File: src/hw/rtl/wlc_pkg.sv
// Shared constants and types for the weighted LRU cache core.
package wlc_pkg;

    localparam int OP_W     = 2;
    localparam int FIELD_W  = 32;
    localparam int WEIGHT_W = 16;
    localparam int TOTAL_W  = 20;
    localparam int COUNT_W  = 5;
    localparam int PADDR_W  = 4;
    localparam int PDATA_W  = 32;

    localparam logic [OP_W-1:0] OP_GET     = 2'd0;
    localparam logic [OP_W-1:0] OP_SET     = 2'd1;
    localparam logic [OP_W-1:0] OP_REPLACE = 2'd2;
    localparam logic [OP_W-1:0] OP_UNUSED  = 2'd3;

    localparam logic [PADDR_W-1:0] ADDR_MAX_ENTRIES  = 4'h0;
    localparam logic [PADDR_W-1:0] ADDR_MAX_WEIGHT   = 4'h4;
    localparam logic [PADDR_W-1:0] ADDR_FLOOR        = 4'h8;

    typedef logic [TOTAL_W-1:0] total_t;
    typedef logic [WEIGHT_W-1:0] weight_t;

endpackage

File: src/hw/rtl/weighted_lru_cache_core.sv
// Weighted LRU key-value cache core with eviction by count and weight limits.
// Input channel (in_valid/in_ready) carries one request beat: operation, key,
// data_in, weight_in. Output channel (out_valid/out_ready) returns one beat per
// request, or one beat per evicted key for a set; last marks the final beat.
// Entries live in one synchronous memory (registered read port); the recency
// order is a list of slot indices, oldest first.
// One request is in flight at a time. The lookup walks the order list, one
// entry per ST_RD/ST_CMP pair, until a hit or the last entry; then ST_ACT acts.
// A set then checks the limits (ST_EVCHK), chooses each evicted entry (ST_EVD),
// reports each one (ST_EMRD, ST_EMIT) and then inserts the new entry (ST_INS).
// A waiting output beat does not block acceptance of the next request; the
// core only stalls while it must present a new beat, the previous beat is
// still waiting and out_ready is low.
// Reset empties the cache (all slots invalid, count and weight zero) and
// clears the limit registers; there is no clearing pass.
// Limits are written over the APB port at 0x0 (max_entries), 0x4
// (max_total_weight) and 0x8 (weight_floor_entries); the user must write them
// only while the core is idle, as the core itself does not enforce this.
module weighted_lru_cache_core #(
    parameter int CAPACITY  = 16,
    parameter int KEY_BITS  = 32,
    parameter int DATA_BITS = 32
) (
    input  logic                          clk,
    input  logic                          rst_n,
    input  logic                          psel,
    input  logic                          penable,
    input  logic                          pwrite,
    input  logic [wlc_pkg::PADDR_W-1:0]   paddr,
    input  logic [wlc_pkg::PDATA_W-1:0]   pwdata,
    output logic [wlc_pkg::PDATA_W-1:0]   prdata,
    output logic                          pready,
    input  logic                          in_valid,
    output logic                          in_ready,
    input  logic [wlc_pkg::OP_W-1:0]      operation,
    input  logic [wlc_pkg::FIELD_W-1:0]   key,
    input  logic [wlc_pkg::FIELD_W-1:0]   data_in,
    input  logic [wlc_pkg::WEIGHT_W-1:0]  weight_in,
    output logic                          out_valid,
    input  logic                          out_ready,
    output logic                          hit,
    output logic [wlc_pkg::FIELD_W-1:0]   data_out,
    output logic                          evicted_valid,
    output logic [wlc_pkg::FIELD_W-1:0]   evicted_key,
    output logic                          status,
    output logic [wlc_pkg::COUNT_W-1:0]   entry_count,
    output logic [wlc_pkg::TOTAL_W-1:0]   weight_total,
    output logic                          last
);
    import wlc_pkg::*;

    localparam int IW  = (CAPACITY > 1) ? $clog2(CAPACITY) : 1;
    localparam int CW  = $clog2(CAPACITY + 1);
    localparam int EW  = KEY_BITS + DATA_BITS + WEIGHT_W;
    localparam int KW  = (KEY_BITS < FIELD_W) ? KEY_BITS : FIELD_W;
    localparam int DW  = (DATA_BITS < FIELD_W) ? DATA_BITS : FIELD_W;
    localparam int XW  = 8;

    localparam logic [3:0] ST_IDLE  = 4'd0;
    localparam logic [3:0] ST_RD    = 4'd1;
    localparam logic [3:0] ST_CMP   = 4'd2;
    localparam logic [3:0] ST_ACT   = 4'd3;
    localparam logic [3:0] ST_EVCHK = 4'd4;
    localparam logic [3:0] ST_EVD   = 4'd5;
    localparam logic [3:0] ST_INS   = 4'd6;
    localparam logic [3:0] ST_EMRD  = 4'd7;
    localparam logic [3:0] ST_EMIT  = 4'd8;

    logic [EW-1:0]        mem [CAPACITY];
    logic [EW-1:0]        rdata_reg;
    logic [IW-1:0]        raddr;
    logic                 we;
    logic [IW-1:0]        waddr;
    logic [EW-1:0]        wdata;

    logic [3:0]           state_reg, state_next;
    logic [IW-1:0]        ord_reg [CAPACITY];
    logic [IW-1:0]        ord_next [CAPACITY];
    logic [CAPACITY-1:0]  valid_reg, valid_next;
    logic [CW-1:0]        n_reg, n_next;
    total_t               wt_reg, wt_next;

    logic [4:0]           max_entries_reg;
    total_t               max_weight_reg;
    logic [4:0]           floor_reg;

    logic [OP_W-1:0]      op_reg, op_next;
    logic [KEY_BITS-1:0]  key_reg, key_next;
    logic [DATA_BITS-1:0] data_reg, data_next;
    weight_t              w_reg, w_next;
    logic [IW-1:0]        p_reg, p_next;
    logic                 hit_reg, hit_next;
    logic [DATA_BITS-1:0] hdata_reg, hdata_next;
    weight_t              hw_reg, hw_next;
    logic [CW-1:0]        ev_cnt_reg, ev_cnt_next;

    logic                 out_valid_reg;
    logic                 o_hit_reg, o_ev_reg, o_status_reg, o_last_reg;
    logic [FIELD_W-1:0]   o_data_reg, o_key_reg;
    logic [COUNT_W-1:0]   o_count_reg;
    total_t               o_wt_reg;

    logic                 emit;
    logic                 e_hit, e_ev, e_status, e_last;
    logic [DATA_BITS-1:0] e_data;
    logic [KEY_BITS-1:0]  e_key;
    logic [CW-1:0]        e_count;
    total_t               e_wt;
    logic                 out_free;

    logic [KEY_BITS-1:0]  key_ext;
    logic [DATA_BITS-1:0] data_ext;
    logic [KEY_BITS-1:0]  rd_key;
    logic [DATA_BITS-1:0] rd_data;
    weight_t              rd_w;
    logic [IW-1:0]        free_slot;
    logic [IW-1:0]        hslot;
    logic                 more_now;
    logic [CW-1:0]        n_ev;
    total_t               wt_ev;

    function automatic logic need_evict(input logic [CW-1:0] n, input total_t wt,
                                        input weight_t w, input logic [4:0] me,
                                        input total_t mw, input logic [4:0] fl);
        logic [XW-1:0] nx;
        logic [TOTAL_W:0] sum;
        logic r;
        nx  = XW'(n);
        sum = {1'b0, wt} + (TOTAL_W+1)'(w);
        r   = (nx >= XW'(CAPACITY));
        if (me != 5'd0 && nx >= XW'(me))
            r = 1'b1;
        if (mw != '0 && sum > {1'b0, mw} && nx > XW'(fl))
            r = 1'b1;
        return r;
    endfunction

    assign pready = 1'b1;

    always_comb
    begin
        unique case (paddr)
            ADDR_MAX_ENTRIES: prdata = PDATA_W'(max_entries_reg);
            ADDR_MAX_WEIGHT:  prdata = PDATA_W'(max_weight_reg);
            ADDR_FLOOR:       prdata = PDATA_W'(floor_reg);
            default:          prdata = '0;
        endcase
    end

    always_ff @(posedge clk or negedge rst_n)
    begin
        if (!rst_n)
        begin
            max_entries_reg <= '0;
            max_weight_reg  <= '0;
            floor_reg       <= '0;
        end
        else if (psel && penable && pwrite)
        begin
            unique case (paddr)
                ADDR_MAX_ENTRIES: max_entries_reg <= pwdata[4:0];
                ADDR_MAX_WEIGHT:  max_weight_reg  <= pwdata[TOTAL_W-1:0];
                ADDR_FLOOR:       floor_reg       <= pwdata[4:0];
                default:          ;
            endcase
        end
    end

    always_comb
    begin
        key_ext  = '0;
        data_ext = '0;
        for (int i = 0; i < KW; i++)
            key_ext[i] = key[i];
        for (int i = 0; i < DW; i++)
            data_ext[i] = data_in[i];
    end

    assign rd_key  = rdata_reg[EW-1 -: KEY_BITS];
    assign rd_data = rdata_reg[WEIGHT_W +: DATA_BITS];
    assign rd_w    = rdata_reg[WEIGHT_W-1:0];
    assign hslot   = ord_reg[p_reg];
    assign raddr   = (state_reg == ST_RD || state_reg == ST_EMRD || state_reg == ST_EMIT) ?
                     ord_reg[p_reg] : ord_reg[0];
    assign out_free = !out_valid_reg || out_ready;
    assign in_ready = (state_reg == ST_IDLE);

    always_comb
    begin
        free_slot = '0;
        for (int i = CAPACITY - 1; i >= 0; i--)
            if (!valid_reg[i])
                free_slot = IW'(i);
    end

    assign more_now = need_evict(n_reg, wt_reg, w_reg, max_entries_reg,
                                 max_weight_reg, floor_reg);
    assign n_ev     = n_reg - CW'(1);
    assign wt_ev    = wt_reg - TOTAL_W'(rd_w);

    always_ff @(posedge clk)
    begin
        if (we)
            mem[waddr] <= wdata;
        rdata_reg <= mem[raddr];
    end

    always_comb
    begin
        state_next  = state_reg;
        ord_next    = ord_reg;
        valid_next  = valid_reg;
        n_next      = n_reg;
        wt_next     = wt_reg;
        op_next     = op_reg;
        key_next    = key_reg;
        data_next   = data_reg;
        w_next      = w_reg;
        p_next      = p_reg;
        hit_next    = hit_reg;
        hdata_next  = hdata_reg;
        hw_next     = hw_reg;
        ev_cnt_next = ev_cnt_reg;
        we          = 1'b0;
        waddr       = free_slot;
        wdata       = {key_reg, data_reg, w_reg};
        emit        = 1'b0;
        e_hit       = 1'b0;
        e_ev        = 1'b0;
        e_status    = 1'b0;
        e_last      = 1'b1;
        e_key       = '0;
        e_data      = '0;
        e_count     = n_reg;
        e_wt        = wt_reg;
        unique case (state_reg)
            ST_IDLE:
            begin
                if (in_valid)
                begin
                    op_next     = operation;
                    key_next    = key_ext;
                    data_next   = data_ext;
                    w_next      = weight_in;
                    p_next      = '0;
                    hit_next    = 1'b0;
                    ev_cnt_next = '0;
                    state_next  = (n_reg == '0) ? ST_ACT : ST_RD;
                end
            end
            ST_RD:
                state_next = ST_CMP;
            ST_CMP:
            begin
                if (rd_key == key_reg)
                begin
                    hit_next   = 1'b1;
                    hdata_next = rd_data;
                    hw_next    = rd_w;
                    state_next = ST_ACT;
                end
                else if (CW'(p_reg) == n_reg - CW'(1))
                    state_next = ST_ACT;
                else
                begin
                    p_next     = p_reg + IW'(1);
                    state_next = ST_RD;
                end
            end
            ST_ACT:
            begin
                if (op_reg == OP_SET)
                begin
                    if (hit_reg)
                    begin
                        for (int i = 0; i < CAPACITY - 1; i++)
                            if (i >= int'(p_reg))
                                ord_next[i] = ord_reg[i+1];
                        valid_next[hslot] = 1'b0;
                        n_next  = n_reg - CW'(1);
                        wt_next = wt_reg - TOTAL_W'(hw_reg);
                    end
                    state_next = ST_EVCHK;
                end
                else if (out_free)
                begin
                    emit  = 1'b1;
                    e_hit = hit_reg && (op_reg == OP_GET || op_reg == OP_REPLACE);
                    if (op_reg == OP_GET && hit_reg)
                        e_data = hdata_reg;
                    if (op_reg == OP_REPLACE)
                    begin
                        e_status = !hit_reg;
                        if (hit_reg)
                        begin
                            we    = 1'b1;
                            waddr = hslot;
                            wdata = {key_reg, data_reg, hw_reg};
                        end
                    end
                    if (hit_reg && (op_reg == OP_GET || op_reg == OP_REPLACE))
                    begin
                        for (int i = 0; i < CAPACITY; i++)
                        begin
                            if (i >= int'(p_reg) && i < int'(n_reg) - 1)
                                ord_next[i] = ord_reg[(i + 1) % CAPACITY];
                            if (i == int'(n_reg) - 1)
                                ord_next[i] = hslot;
                        end
                    end
                    state_next = ST_IDLE;
                end
            end
            ST_EVCHK:
            begin
                p_next = IW'(CW'(CAPACITY) - ev_cnt_reg);
                if (more_now && n_reg != '0)
                    state_next = ST_EVD;
                else if (ev_cnt_reg != '0)
                    state_next = ST_EMRD;
                else
                    state_next = ST_INS;
            end
            ST_EVD:
            begin
                // rotate so evicted slots collect at the tail, oldest first
                for (int i = 0; i < CAPACITY; i++)
                    ord_next[i] = ord_reg[(i + 1) % CAPACITY];
                valid_next[ord_reg[0]] = 1'b0;
                n_next      = n_ev;
                wt_next     = wt_ev;
                ev_cnt_next = ev_cnt_reg + CW'(1);
                state_next  = ST_EVCHK;
            end
            ST_EMRD:
                state_next = ST_EMIT;
            ST_EMIT:
            begin
                if (out_free)
                begin
                    emit    = 1'b1;
                    e_hit   = hit_reg;
                    e_ev    = 1'b1;
                    e_key   = rd_key;
                    e_count = n_reg + CW'(1);
                    e_wt    = wt_reg + TOTAL_W'(w_reg);
                    e_last  = (p_reg == IW'(CAPACITY - 1));
                    if (p_reg == IW'(CAPACITY - 1))
                        state_next = ST_INS;
                    else
                    begin
                        p_next     = p_reg + IW'(1);
                        state_next = ST_EMRD;
                    end
                end
            end
            ST_INS:
            begin
                if (ev_cnt_reg != '0 || out_free)
                begin
                    if (ev_cnt_reg == '0)
                    begin
                        emit    = 1'b1;
                        e_hit   = hit_reg;
                        e_count = n_reg + CW'(1);
                        e_wt    = wt_reg + TOTAL_W'(w_reg);
                    end
                    we    = 1'b1;
                    waddr = free_slot;
                    valid_next[free_slot] = 1'b1;
                    for (int i = 0; i < CAPACITY; i++)
                        if (i == int'(n_reg))
                            ord_next[i] = free_slot;
                    n_next     = n_reg + CW'(1);
                    wt_next    = wt_reg + TOTAL_W'(w_reg);
                    state_next = ST_IDLE;
                end
            end
            default:
                state_next = ST_IDLE;
        endcase
    end

    always_ff @(posedge clk or negedge rst_n)
    begin
        if (!rst_n)
        begin
            state_reg     <= ST_IDLE;
            valid_reg     <= '0;
            n_reg         <= '0;
            wt_reg        <= '0;
            out_valid_reg <= 1'b0;
            ev_cnt_reg    <= '0;
        end
        else
        begin
            state_reg  <= state_next;
            valid_reg  <= valid_next;
            n_reg      <= n_next;
            wt_reg     <= wt_next;
            ev_cnt_reg <= ev_cnt_next;
            if (emit)
                out_valid_reg <= 1'b1;
            else if (out_ready)
                out_valid_reg <= 1'b0;
        end
    end

    always_ff @(posedge clk)
    begin
        ord_reg   <= ord_next;
        op_reg    <= op_next;
        key_reg   <= key_next;
        data_reg  <= data_next;
        w_reg     <= w_next;
        p_reg     <= p_next;
        hit_reg   <= hit_next;
        hdata_reg <= hdata_next;
        hw_reg    <= hw_next;
        if (emit)
        begin
            o_hit_reg    <= e_hit;
            o_ev_reg     <= e_ev;
            o_status_reg <= e_status;
            o_last_reg   <= e_last;
            o_count_reg  <= COUNT_W'(e_count);
            o_wt_reg     <= e_wt;
            o_data_reg   <= FIELD_W'(e_data);
            o_key_reg    <= FIELD_W'(e_key);
        end
    end

    assign out_valid     = out_valid_reg;
    assign hit           = o_hit_reg;
    assign data_out      = o_data_reg;
    assign evicted_valid = o_ev_reg;
    assign evicted_key   = o_key_reg;
    assign status        = o_status_reg;
    assign entry_count   = o_count_reg;
    assign weight_total  = o_wt_reg;
    assign last          = o_last_reg;

    a_count_bound: assert property (@(posedge clk) disable iff (!rst_n)
        XW'(n_reg) <= XW'(CAPACITY))
        else $error("entry count above capacity");

    a_valid_count: assert property (@(posedge clk) disable iff (!rst_n)
        state_reg == ST_IDLE |-> CW'($countones(valid_reg)) == n_reg)
        else $error("valid bits disagree with entry count");

    a_empty_weight: assert property (@(posedge clk) disable iff (!rst_n)
        (state_reg == ST_IDLE && n_reg == '0) |-> wt_reg == '0)
        else $error("weight left in empty cache");

    a_emit_room: assert property (@(posedge clk) disable iff (!rst_n)
        emit |-> out_free)
        else $error("result beat overwritten");

endmodule
File: config.mk
export PLATFORM = sky130hd
export DESIGN_NAME = weighted_lru_cache_core
export DESIGN_NICKNAME = d
export VERILOG_FILES = /design/src/hw/rtl/wlc_pkg.sv /design/src/hw/rtl/weighted_lru_cache_core.sv
export SDC_FILE = /design/constraint.sdc
export NUM_CORES = 2
export LEC_CHECK = 0
export ABC_AREA = 0
export BUFFER_PORTS_ARGS = -buffer_cell sky130_fd_sc_hd__buf_2
export CORE_UTILIZATION = 55
export DETAILED_ROUTE_END_ITERATION = 16
export PLACE_DENSITY_LB_ADDON = 0.15
export SLEW_MARGIN = 10
export SYNTH_ARGS = -nofsm -noshare
export SYNTH_HDL_FRONTEND = slang
export SYNTH_SLANG_ARGS = --single-unit
File: constraint.sdc
create_clock -name clk -period 12.4 [get_ports clk]
set_input_delay 2.48 -clock clk [delete_from_list [all_inputs] [get_ports clk]]
set_output_delay 2.48 -clock clk [all_outputs]
set_load 0.005 [all_outputs]
Word level (Yosys, flattened, before mapping)
Memory sizes are Yosys's and may differ from the RTL's. A register that Yosys moved wholly into a read port is not among the register bits.
Cells that the tools add are included.
Operators by class
  add/sub/neg operators: 10
  shifts and indexed selects: 0
  bitwise logic cells: 10
  reduce and logical (&&, ||, !) cells: 78
  div/mod/pow operators: 0
  magnitude comparators: 42
  equality and inequality tests: 107
  muxes and demuxes: 173
  multipliers: 0
Operator list (count)
  2-to-1 mux 4 bit: 98
  2-to-1 mux 64 bit: 3
  one-hot mux 64 bit (3 select lines): 1
  2-to-1 mux 16 bit: 8
  2-to-1 mux 20 bit: 6
  2-to-1 mux 60 bit: 2
  one-hot mux 20 bit (3 select lines): 2
  AND reduction 8 bit: 15
  != test 4 bit, second input constant: 15
  != test 3 bit, second input constant: 19
  != test 2 bit, second input constant: 28
  equality test 5 x 6 -> 1 bit, first input constant: 8
  < comparator 5 x 6 -> 1 bit, first input constant: 8
  one-hot mux 16 bit (3 select lines): 1
  equality test 5 bit, first input constant: 8
  one-hot mux 20 bit (2 select lines): 1
  subtractor 20 x 16 -> 20 bit: 2
  one-hot mux 4 bit (9 select lines): 1
  2-to-1 mux 5 bit: 7
  bitwise AND 16 bit: 2
  equality test 32 bit: 1
  logical NOT 32 bit: 1
  NOT 16 bit: 2
  greater-or-equal comparator 4 bit, first input constant: 7
  62 further kinds: 174
Word-level totals
  memory bits (read-only): 0
  bits in writable memories: 1280
  register bits after elaboration: 373
  memories: 1
  latch bits: 0
Memory list
  mem: depth 16, width 80, read ports 1, clocked after Yosys merged registers in 1, wr ports 1, line weighted_lru_cache_core.sv:69  | logic [EW-1:0] mem [CAPACITY];

Longest topological paths before layout
  depth after elaboration: 23
  mapped depth: 19

Least setup slack after synthesis
Ideal clock, no wire load.
  path type: input-to-reg
  start: input port out_ready
  end: memory mem[4][0] in the netlist's numbering (enable)
  setup time: 0.633 ns
  stages: 8
  arrival: 9.726 ns
  required time: 11.767 ns
  path slack: 2.041 ns
  buffers on the path: 2
  path through: nor2b_1 -> clkbuf_1 -> nor3_1 -> and3_1 -> clkbuf_1 -> a21oi_1 -> nor2b_1 -> nor3b_1
On the way
  longest elaborated chain between the ends: 6
  elaborated cells on any way between the ends: 11
  classes of those cells: mux (9); reduce/logical (2)
RTL lines
  start, declared: line weighted_lru_cache_core.sv:40  | input logic out_ready,
  logical OR 1 bit (*): line weighted_lru_cache_core.sv:185  | assign out_free = !out_valid_reg || out_ready;
  2-to-1 mux 1 bit or logical OR 1 bit (tied branches): line weighted_lru_cache_core.sv:285, weighted_lru_cache_core.sv:359
  2-to-1 mux 1 bit, on equally long branches: line weighted_lru_cache_core.sv:272, weighted_lru_cache_core.sv:359
  one-hot mux 1 bit (2 select lines): line weighted_lru_cache_core.sv:236  | unique case (state_reg)
  2-to-1 mux 1 bit: line weighted_lru_cache_core.sv:203  | if (we)
  2-to-1 mux 1 bit (not written as such): line weighted_lru_cache_core.sv:204  | mem[waddr] <= wdata;
  end, declared: line weighted_lru_cache_core.sv:69
Mark *: on every way between the ends. The rest lies on a longest branch, timed or not.

Final worst setup path
  start: input port out_ready
  end: memory mem[7][25] in the netlist's numbering (enable)
The elaborated chain is that of the path after synthesis.

==> flow_summary.ini <==
[worst_hold_path]
hp-class = reg2reg
hold_start = rdata_reg[36]$_DFF_P_

[yosys]
ys_async_sr_fraction_pct = 4.67
synthDominantCellAreaShare_pct = 67.6
ys_warn_count = 0
synthTopCellsByArea = edfxtp_1 (68%), mux2i_1 (5.0%), nand2_1 (3.7%)
syn-cell-area_um2 = 69900
ys_seq_area_share_pct = 72.7
ys_ff_latch = 1733
yosysMostFrequentCell = edfxtp_1
yosysUniqueCellTypes = 82
synth_top_area_cell = edfxtp_1
syn-instance-count = 4775
yosys-top-cells-count = edfxtp_1 (1572), nand2_1 (695), a21oi_1 (410)
avgSynthCellArea_um2 = 14.6
synth_edf_count = 1572
synth_flop_cell = edfxtp_1

[run_status]
status = completed

[drt]
wl_mm = 176
drt_iter0_drc = 4449
via_per_inst = 6.20
avgRoutedWirePerCell_um = 25.8
postRouteAntennaNets = 0
drtPass1Iterations = 6
drc = 0
num_vias = 42161

[final_layout]
antenna_cells = 0
utilization_pct = 62.5
final_layout_size_suffix_gt1_share_pct = 12.7
final_nets = 5201
area_delta_synth_final_pct = 12.7
largest_reg_flops = 1280

[grt]
globalRoute.totalOverflow = 0
grt_max_degree = 163
grt_pass1_vias = 41034
grt_pass1_wl_mm = 260
antenna_found_initial = 4
grt.total_usage_pct = 27.4

[floorplanning]
die-width_um = 358
coreArea_um2 = 126000
dieArea_um2 = 128000
start_util_pct = 55.5
ios = 253
rows = 130
die_y_um = 358

[clock_tree]
htreeDepth = 4
postCtsSetupBuffers = 0
cts_buffers = 172
clockBufferDepth = 3
cts_resized = 0
cts-hold-fix-buffers = 0
clock_sinks = 1733
clock_latency_ns = 0.82
clk_pin_slew_ns = 0.06
root_buffer = clkbuf_16
cts_tree = done

[flow_run]
maxCapViolCount = 0

[timing]
min_period_ns = 7.29
tightest_slew_ns = 1.23
setup-tns-final_ns = 0
fmax_ghz = 0.137
setup_viol_count_final = 0
hold_violations = 0
period_share_pct = 58.8
drv_slew = 0
rsz0062_at_grt = no
skew_ns = 0.0298
slew_headroom_pct = 18.0

[power_and_ir_drop]
ir_worst_vdd_mv = 0.320
p_per_area_nw_per_um2 = 261
p_leak_nw = 28.3

[place]
hpwlAfterDp_mm = 95.2
io_buffer_count = 227
routabilityCongestion = 0.918

[setup_path]
startpoint = out_ready
cp_max_fo = 33
startpoint_type = input pin
crit_type = in2reg
rr_startpoint = state_reg[3]$_DFFE_PN0P_
worstPathArrival_ns = 7.72
critPathRequiredTime_ns = 12.83
cp-end-kind = flip-flop
[worst paths after layout]
kind                       cells after the start                        to  slack, ns
min reg2reg                                    0   hdata_reg[20]$_DFFE_PP_       0.40
min                                            0   hdata_reg[20]$_DFFE_PP_       0.40
max reg2reg                                    8      mem[7][25]$_DFFE_PP_       5.83
max in group asynchronous                      2  valid_reg[3]$_DFFE_PN0P_       9.71
min in group asynchronous                      1     wt_reg[9]$_DFFE_PN0P_       1.56
max                                           10      mem[7][25]$_DFFE_PP_       5.11
[kinds of logic after synthesis]
family | share of synthesized area [%]
xor+xnor | 1.13
mux | 5.47
compound gates | 9.43
fa+ha+maj | 1.40
simple gates | 7.62
buf+inv | 2.21
other cells | 0.0107
flops | 72.7
[power breakdown]
group	switching, mW	internal [mW]	total [mW]
Sequential	0.507	7.24	7.75
Combinational	4.83	2.59	7.42
Clock	2.21	3.17	5.38
Total	7.54	13.0	20.6
[critical path: stages]
cell,delay [ns]
buf_2,0.09
nor2b_1,0.04
buf_4,0.18
nor3_1,0.51
nand3_1,0.73
a21oi_1,0.77
o21ai_0,0.58
nor2b_4,0.93
buf_4,0.65
buf_4,0.64
[layer usage]
layer  global-route usage (%)  wire length [µm]  vias to the layer above
met5                        0                 0                        -
met2                     44.5             84400                     1887
met1                     38.6             73800                    21185
met3                     4.23             13700                      262
met4                     7.62              3770                        0
li1                         -                 -                    18827
[area by class of cell]
cell class	instances	area (µm²)
flip-flops and latches	1733	50800
multi-input cells	2700	17800
repair buffers	325	1910
clock buffers	240	4820
well taps	1650	2060
inverters	67	251
clock inverters	85	1070
fillers	9259	47200
[stage by stage]
step	area [µm²]	hold slack, ns	power, mW	setup slack (ns)	std cells
global route	78700	0.405	21.5	4.84	6800
CTS	78700	0.401	20.6	5.10	6800
detailed placement	72800	0.389	15.2	4.24	6475
global placement	72800	0.388	15.1	4.33	6475
finish	78700	0.402	20.6	5.11	6800
floorplan	69900	0.386	12.9	2.04	4786
[placed cells by master (no fill, tap or decap), types with 9 or more instances in the layout]
cell / instances
xnor2_1: 48
clkinv_2: 22
and2_1: 69
buf_4: 96
edfxtp_1: 1572
ha_1: 75
and3_1: 30
bufinv_16: 21
conb_1: 13
o21a_1: 10
mux4_2: 13
clkbuf_1: 45
a31oi_1: 26
a221o_1: 145
a21oi_1: 409
nor4_1: 25
a21o_1: 17
clkbuf_16: 175
clkinv_1: 18
dfxtp_1: 80
o21ai_0: 106
dfrtp_1: 81
mux2i_1: 349
xor2_1: 42
o22ai_1: 96
a211oi_1: 9
inv_1: 67
nand2_1: 695
clkbuf_8: 20
nor2b_1: 14
a2111oi_0: 9
nand4_1: 16
buf_2: 226
nor2_1: 98
o221ai_1: 89
nor3_1: 25
or4_1: 82
nand3_1: 28
nand2b_1: 21
Note: power is estimated with default switching activity, not from simulation.
